==> src/design/hal_pkg.sv <==
package hal_pkg;

	localparam int ROLL_W = 17;
	localparam int PITCH_W = 18;
	localparam int OUT_W = 18;
	localparam int IN_TDATA_W = 40;
	localparam int OUT_TDATA_W = 24;

	localparam int TILT_ROWS = 10;
	localparam int TILT_COLS = 17;
	localparam int ROW_W = $clog2(TILT_ROWS);
	localparam int COL_W = $clog2(TILT_COLS);
	localparam int CNT_W = $clog2(TILT_COLS + 1);
	localparam int TILT_W = 7;

	typedef logic [TILT_W-1:0] tilt_t;

	typedef struct packed {
		logic                      flipped;
		logic signed [PITCH_W-1:0] pitch_angle;
		logic signed [ROLL_W-1:0]  roll_angle;
	} in_item_t;

	// Handle tilt in whole degrees, rows in 5 degree steps of roll magnitude,
	// columns in 5 degree steps of folded pitch starting at 5 degrees.
	localparam tilt_t TILT_ROM [TILT_ROWS][TILT_COLS] = '{
		'{7'd5,  7'd10, 7'd15, 7'd20, 7'd25, 7'd30, 7'd35, 7'd40, 7'd45,
		  7'd50, 7'd55, 7'd60, 7'd65, 7'd70, 7'd75, 7'd80, 7'd85},
		'{7'd7,  7'd11, 7'd16, 7'd21, 7'd25, 7'd30, 7'd35, 7'd40, 7'd45,
		  7'd50, 7'd55, 7'd60, 7'd65, 7'd70, 7'd75, 7'd80, 7'd85},
		'{7'd11, 7'd14, 7'd18, 7'd22, 7'd27, 7'd31, 7'd36, 7'd41, 7'd46,
		  7'd51, 7'd56, 7'd61, 7'd65, 7'd70, 7'd75, 7'd80, 7'd85},
		'{7'd16, 7'd18, 7'd21, 7'd25, 7'd29, 7'd33, 7'd38, 7'd42, 7'd47,
		  7'd52, 7'd56, 7'd61, 7'd66, 7'd71, 7'd76, 7'd80, 7'd85},
		'{7'd21, 7'd22, 7'd25, 7'd28, 7'd32, 7'd36, 7'd40, 7'd44, 7'd48,
		  7'd53, 7'd57, 7'd62, 7'd67, 7'd71, 7'd76, 7'd81, 7'd85},
		'{7'd25, 7'd27, 7'd29, 7'd32, 7'd35, 7'd38, 7'd42, 7'd46, 7'd50,
		  7'd54, 7'd59, 7'd63, 7'd67, 7'd72, 7'd76, 7'd81, 7'd85},
		'{7'd30, 7'd31, 7'd33, 7'd36, 7'd38, 7'd41, 7'd45, 7'd48, 7'd52,
		  7'd56, 7'd60, 7'd64, 7'd69, 7'd73, 7'd77, 7'd81, 7'd86},
		'{7'd35, 7'd36, 7'd38, 7'd40, 7'd42, 7'd45, 7'd48, 7'd51, 7'd55,
		  7'd58, 7'd62, 7'd66, 7'd70, 7'd74, 7'd78, 7'd82, 7'd86},
		'{7'd40, 7'd41, 7'd42, 7'd44, 7'd46, 7'd48, 7'd51, 7'd54, 7'd57,
		  7'd61, 7'd64, 7'd67, 7'd71, 7'd75, 7'd79, 7'd82, 7'd86},
		'{7'd45, 7'd46, 7'd47, 7'd48, 7'd50, 7'd52, 7'd55, 7'd57, 7'd60,
		  7'd63, 7'd66, 7'd69, 7'd73, 7'd76, 7'd79, 7'd83, 7'd86}
	};

endpackage

==> src/design/handle_angle_lookup_unit.sv <==
// Handle tilt lookup: every transfer on the slave side carries a roll angle, a pitch
// angle (both in degrees times FRACTION_SCALE) and a flip flag, and yields exactly one
// transfer on the master side with the handle tilt in the same format, wrapped to 18
// bits. The block takes one item per clock cycle while the output is not stalled; an
// item passes through the input register and then the result register. Between
// them sit the 5 degree step compares, the 10 x 17 tilt ROM read and the scaling.
// The ready chain runs combinationally from m_tready back to s_tready, so a stalled
// output holds at most two items inside.
module handle_angle_lookup_unit
	import hal_pkg::*;
#(
	parameter int FRACTION_SCALE = 256
) (
	input  logic                   clk,
	input  logic                   arst_n,
	input  logic                   s_tvalid,
	output logic                   s_tready,
	// [16:0] roll_angle, [34:17] pitch_angle, [35] flipped, [39:36] zero
	input  logic [IN_TDATA_W-1:0]  s_tdata,
	output logic                   m_tvalid,
	input  logic                   m_tready,
	// [17:0] handle tilt, [23:18] zero
	output logic [OUT_TDATA_W-1:0] m_tdata
);

	localparam int Step = 5 * FRACTION_SCALE;
	localparam int AW = $clog2(180 * FRACTION_SCALE + 2 ** ROLL_W + 1) + 1;
	localparam logic signed [AW-1:0] Neg80 = AW'(-80 * FRACTION_SCALE);
	localparam logic signed [AW-1:0] Pos90 = AW'(90 * FRACTION_SCALE);
	localparam logic signed [AW-1:0] Pos180 = AW'(180 * FRACTION_SCALE);

	logic                    valid_s1;
	logic                    valid_s2;
	in_item_t                item_s1;
	logic signed [OUT_W-1:0] handle_s2;
	logic                    adv_s2;

	logic signed [AW-1:0] roll_x;
	logic signed [AW-1:0] pitch_x;
	logic signed [AW-1:0] roll_mag;
	logic signed [AW-1:0] pitch_fold;
	logic [ROW_W-1:0]     row_idx;
	logic [CNT_W-1:0]     col_cnt;
	logic [COL_W-1:0]     col_idx;
	tilt_t                tilt_val;
	logic signed [AW-1:0] tilt_fixed;
	logic signed [AW-1:0] result;

	assign adv_s2 = !valid_s2 || m_tready;
	assign s_tready = !valid_s1 || adv_s2;

	always_ff @(posedge clk or negedge arst_n) begin
		if (!arst_n) begin
			valid_s1 <= 1'b0;
			valid_s2 <= 1'b0;
		end else begin
			if (s_tready) begin
				valid_s1 <= s_tvalid;
			end
			if (adv_s2) begin
				valid_s2 <= valid_s1;
			end
		end
	end

	always_ff @(posedge clk) begin
		if (s_tready && s_tvalid) begin
			item_s1 <= in_item_t'(s_tdata[$bits(in_item_t)-1:0]);
		end
		if (adv_s2 && valid_s1) begin
			handle_s2 <= result[OUT_W-1:0];
		end
	end

	assign roll_x = AW'(item_s1.roll_angle);
	assign pitch_x = AW'(item_s1.pitch_angle);
	assign roll_mag = roll_x[AW-1] ? -roll_x : roll_x;

	// Pitch in -90..270 folds into 0..90 degrees; at or below -80 is caught later.
	always_comb begin
		if (pitch_x[AW-1]) begin
			pitch_fold = -pitch_x;
		end else if (pitch_x >= Pos180) begin
			pitch_fold = pitch_x - Pos180;
		end else if (pitch_x >= Pos90) begin
			pitch_fold = Pos180 - pitch_x;
		end else begin
			pitch_fold = pitch_x;
		end
	end

	// Truncating division by 5 degrees on non-negative values is a count of the
	// step thresholds reached; the thresholds are monotone, so the last hit wins.
	always_comb begin
		row_idx = '0;
		for (int k = 1; k < TILT_ROWS; k++) begin
			if (roll_mag >= AW'(k * Step)) begin
				row_idx = ROW_W'(k);
			end
		end
	end

	always_comb begin
		col_cnt = '0;
		for (int k = 1; k <= TILT_COLS; k++) begin
			if (pitch_fold >= AW'(k * Step)) begin
				col_cnt = CNT_W'(k);
			end
		end
	end

	assign col_idx = COL_W'(col_cnt - CNT_W'(1));
	assign tilt_val = TILT_ROM[row_idx][col_idx];
	assign tilt_fixed = AW'(32'(tilt_val) * FRACTION_SCALE);

	always_comb begin
		if (pitch_x <= Neg80) begin
			result = Neg80;
		end else if (col_cnt == '0) begin
			result = item_s1.flipped ? Pos180 + roll_x : roll_x;
		end else if (col_cnt == CNT_W'(TILT_COLS)) begin
			result = Pos90;
		end else if (pitch_x > Pos90) begin
			result = Pos180 - tilt_fixed;
		end else if (pitch_x[AW-1]) begin
			result = -tilt_fixed;
		end else begin
			result = tilt_fixed;
		end
	end

	assign m_tvalid = valid_s2;
	assign m_tdata = OUT_TDATA_W'(unsigned'(handle_s2));

`ifndef SYNTHESIS
	// An item held in the input register while the output stalls must not change.
	assert property (@(posedge clk) disable iff (!arst_n)
		valid_s1 && !adv_s2 |=> valid_s1 && $stable(item_s1))
	else $error("input stage item changed while stalled");

	// A pitch at or below -80 degrees leaves the pipeline as -80 degrees.
	assert property (@(posedge clk) disable iff (!arst_n)
		valid_s1 && adv_s2 && (pitch_x <= Neg80)
		|=> m_tvalid && (m_tdata[OUT_W-1:0] == Neg80[OUT_W-1:0]))
	else $error("low pitch clamp lost");

	// Every item that leaves the input stage lands in the result register.
	assert property (@(posedge clk) disable iff (!arst_n)
		valid_s1 && adv_s2 |=> valid_s2)
	else $error("item dropped between stages");

	// A table hit always uses a column inside the table.
	assert property (@(posedge clk) disable iff (!arst_n)
		valid_s1 && (col_cnt != '0) && (col_cnt != CNT_W'(TILT_COLS))
		|-> (col_cnt < CNT_W'(TILT_COLS)))
	else $error("column index out of range");
`endif

endmodule
==> config.mk <==
export PLATFORM = sky130hd
export DESIGN_NAME = handle_angle_lookup_unit
export DESIGN_NICKNAME = d
export VERILOG_FILES = /design/src/design/hal_pkg.sv /design/src/design/handle_angle_lookup_unit.sv
export SDC_FILE = /design/constraint.sdc
export NUM_CORES = 1
export LEC_CHECK = 0
export ABC_CLOCK_PERIOD_IN_PS = 7000
export BUFFER_PORTS_ARGS = -buffer_cell sky130_fd_sc_hd__buf_4
export CAP_MARGIN = 20
export CORE_ASPECT_RATIO = 2
export CORE_MARGIN = 2
export CORE_UTILIZATION = 48
export CTS_CLUSTER_DIAMETER = 150
export DETAILED_ROUTE_END_ITERATION = 10
export HOLD_SLACK_MARGIN = 0.15
export PLACE_DENSITY = 0.76
export SETUP_SLACK_MARGIN = 0.05
export SYNTH_ARGS = -nofsm -noshare
export SYNTH_HDL_FRONTEND = slang
export SYNTH_SLANG_ARGS = --single-unit
==> constraint.sdc <==
create_clock -name clk -period 7 [get_ports clk]
set_clock_uncertainty 0.15 [all_clocks]
set_input_delay 1.05 -clock clk [delete_from_list [all_inputs] [get_ports clk]]
set_output_delay 1.05 -clock clk [all_outputs]
set_load 0.05 [all_outputs]
==> flow_summary.ini <==
[logic_synthesis]
synth_compound_area_share_pct = 31.2
synth_edf_count = 54
ys_types = 106
synth_top_family_by_area = compound AO/OA/AOI/OAI gates
yosys-mux-area-fraction_pct = 3.03
avgSynthCellArea_sq_um = 8.26
ys_warn_count = 0
seq_area_frac_synth_pct = 26.4
synth-adder-area-share_pct = 4.75
synth_flop_cell = edfxtp_1
async_reset_ff_share_pct = 3.57
synth_area_leaders = edfxtp_1, ha_1, nor2_1
synth_simple_gate_area_share_pct = 25.6
synth_xor_area_share_pct = 2.63
syn_area_sq_um = 6320
syn-instance-count = 766
synth_seq_cells = 56
netlist.area_leader.share_pct = 25.6
synth_top_cell_by_area = edfxtp_1

[floorplan]
core-area_sq_um = 12900
initial_core_util_pct = 49.0
die_w_um = 85.2
die_area_sq_um = 14200
io-pin-count = 70
die_y_um = 166
fp-row-count = 59

[route]
viasPerCell = 6.75
wire_per_inst_um = 20.7
ant_nets = 0
first_pass_iters = 7
vias = 6699
drt-initial-drc-count = 494
finalWirelength_mm = 20.6
route.detailed.drc = 0

[sta]
relSlewSlack_pct = 45.5
finalCriticalPeriod_ns = 6.70
rsz0062_at_grt = yes
tightestPinTransition_ns = 0.817
drv_slew = 0
period_share_pct = 95.7
setup_violations = 0
finalHoldViolations = 0
whs_ns = 0.351
clock.fmax_mhz = 149
layout_setup_ws_ns = 0.298

[critical_path]
arrival_ns = 6.60
cp-end-kind = register
criticalPathCategory = register to register
path_max_fanout = 12
worst_setup_path_start_kind = register
required_ns = 6.90

[placement]
hpwlAfterDp_mm = 15.4
place.gp.congestion = 1.00
placedInstanceArea_sq_um = 7030
dp.cells = 969
dpl_worst_slack_ns = 0.267
port_buffers = 59

[cts]
cts_made_buffers = 5
cts.path.max_buffers = 2
clk_pin_slew_ns = 0.07
tritoncts = done
cts-root-buf = clkbuf_16
cts_sinks = 56
cts_hold_buf = 0
clkLatencyLatePin_ns = 0.30
htreeDepth = 2

[finish]
layout-area-overhead-vs-synth_pct = 16.0
fin_nets = 907
fillers = 1208
diodes = 0
drive_gt1_share_pct = 21.1
fin_area_sq_um = 7340
stdcell_count = 992

[job]
drv_cap = 0

[pwr]
p_per_area_nw_per_um2 = 247
power.leakage_nw = 2.84
vdd_drop_max_mv = 0.183

[global_route]
track_usage_pct = 27.9
overflow = 0
grt_pass1_vias = 6478
grt_pass1_wl_mm = 32.1
grt_start_max_net_pins = 37
antenna_found_initial = 0

[outcome]
status = complete, no violations

[min_path]
hp-class = register to register
==> worst max-delay path: stages (launching register included) <==
cell	delay (ns)
edfxtp_1	0.44
inv_1	0.09
ha_1	0.17
or3b_2	0.51
nor4_4	0.25
a211oi_1	0.14
a311oi_2	0.42
nand3_4	0.15
or3_1	0.52
a211o_1	0.32
o311a_2	0.20
o21ai_2	0.11
clkinv_2	0.08
ha_1	0.28
inv_1	0.10
buf_4	0.13
o211ai_2	0.19
nand2_4	0.23
mux2_2	0.36
a211oi_1	0.40
o21ai_1	0.21
o211a_1	0.19
ha_1	0.25
buf_4	0.17
a41oi_1	0.14
a21oi_1	0.06
o211a_1	0.22
==> placed cells by master (no fill, tap or decap), drive strengths merged, types with 24 or more instances in the layout <==
master  synthesis  layout
buf            19     120
nor2           72      72
nand2          63      63
edfxtp         54      54
o21ai          44      44
a21oi          40      40
inv            26      27
o211ai         25      25
ha             24      24
nand3          24      24
==> report_power, final <==
part / total (W) / switching (W) / internal [W]
clock network: 0.000254 / 0.000118 / 0.000136
logic: 0.00112 / 0.000685 / 0.000431
registers: 0.000444 / 0.0000290 / 0.000415
total: 0.00181 / 0.000831 / 0.000982
==> repair_timing <==
item                                    in CTS  in global routing
setup buffers                                0                 15
endpoints found under the setup margin       0                  9
gates resized for setup                      0                  9
==> synth_stat cells (all sizes together), types with 12 or more instances <==
cell and count:
nor2 72, nand2 63, edfxtp 54, o21ai 44
a21oi 40, clkbuf 40, inv 26, o211ai 25
ha 24, nand3 24, nor3 22, buf 19
a31oi 17, and2 15, a211oi 14, nand4 14
or3 14, xnor2 14, nand2b 12
==> sequential cells by signal (all words and copies together) (netlist names) <==
register and cells:
item_s1 36, handle_s2 18, m_tvalid 1, valid_s1 1
==> through the flow <==
stage / total power [W] / setup TNS, ns / utilization (%)
after global routing: 0.00191 / -0.000812 / 56.8
after global placement: 0.00150 / 0 / 54.4
after floorplan: 0.00119 / 0 / -
after CTS: 0.00177 / 0 / 55.6
after detailed placement: 0.00151 / 0 / 54.4
final: 0.00181 / 0 / 56.8
==> routing by layer <==
layer  vias up  wire [um]  global-route usage, %  part of all wire, %
met4         0       1600                   18.7                  7.8
met2       330      11300                   52.4                   55
met1      3144       6570                   26.0                   32
li1       3109          -                      -                    -
met5         -          0                      0                    0
met3       116       1150                   5.32                  5.6
==> cells by family after synthesis <==
group | Yosys count
AND/OR/NAND/NOR | 298
AO/OA/AOI/OAI | 265
buffers and inverters | 87
flip-flops | 56
adder cells (fa/ha/maj) | 24
XOR/XNOR | 19
multiplexers | 16
other | 1
==> path summary, 6_finish.rpt <==
path	from	endpoint	slack, ns	cells after the start
min in group asynchronous	arst_n	valid_s1$_DFFE_PN0N_	0.37	1
max	item_s1[18]$_DFFE_PP_	handle_s2[14]$_SDFFCE_PP0P_	0.30	26
max in group asynchronous	arst_n	m_tvalid$_DFFE_PN0P_	6.25	1
max reg2reg	item_s1[18]$_DFFE_PP_	handle_s2[14]$_SDFFCE_PP0P_	0.30	26
min reg2reg	valid_s1$_DFFE_PN0N_	m_tvalid$_DFFE_PN0P_	0.35	1
min	valid_s1$_DFFE_PN0N_	m_tvalid$_DFFE_PN0P_	0.35	1
==> final cells by class <==
type / count / area, sq um / share of cell area (%)
multi-input combinational: 628 / 4310 / 58.8
sequential: 56 / 1670 / 22.8
timing repair buffer: 120 / 901 / 12.3
tap: 152 / 190 / 2.59
clock buffer: 5 / 125 / 1.70
inverter: 28 / 110 / 1.50
clock inverter: 3 / 27.5 / 0.375
Power figures use the tool's default switching activity.
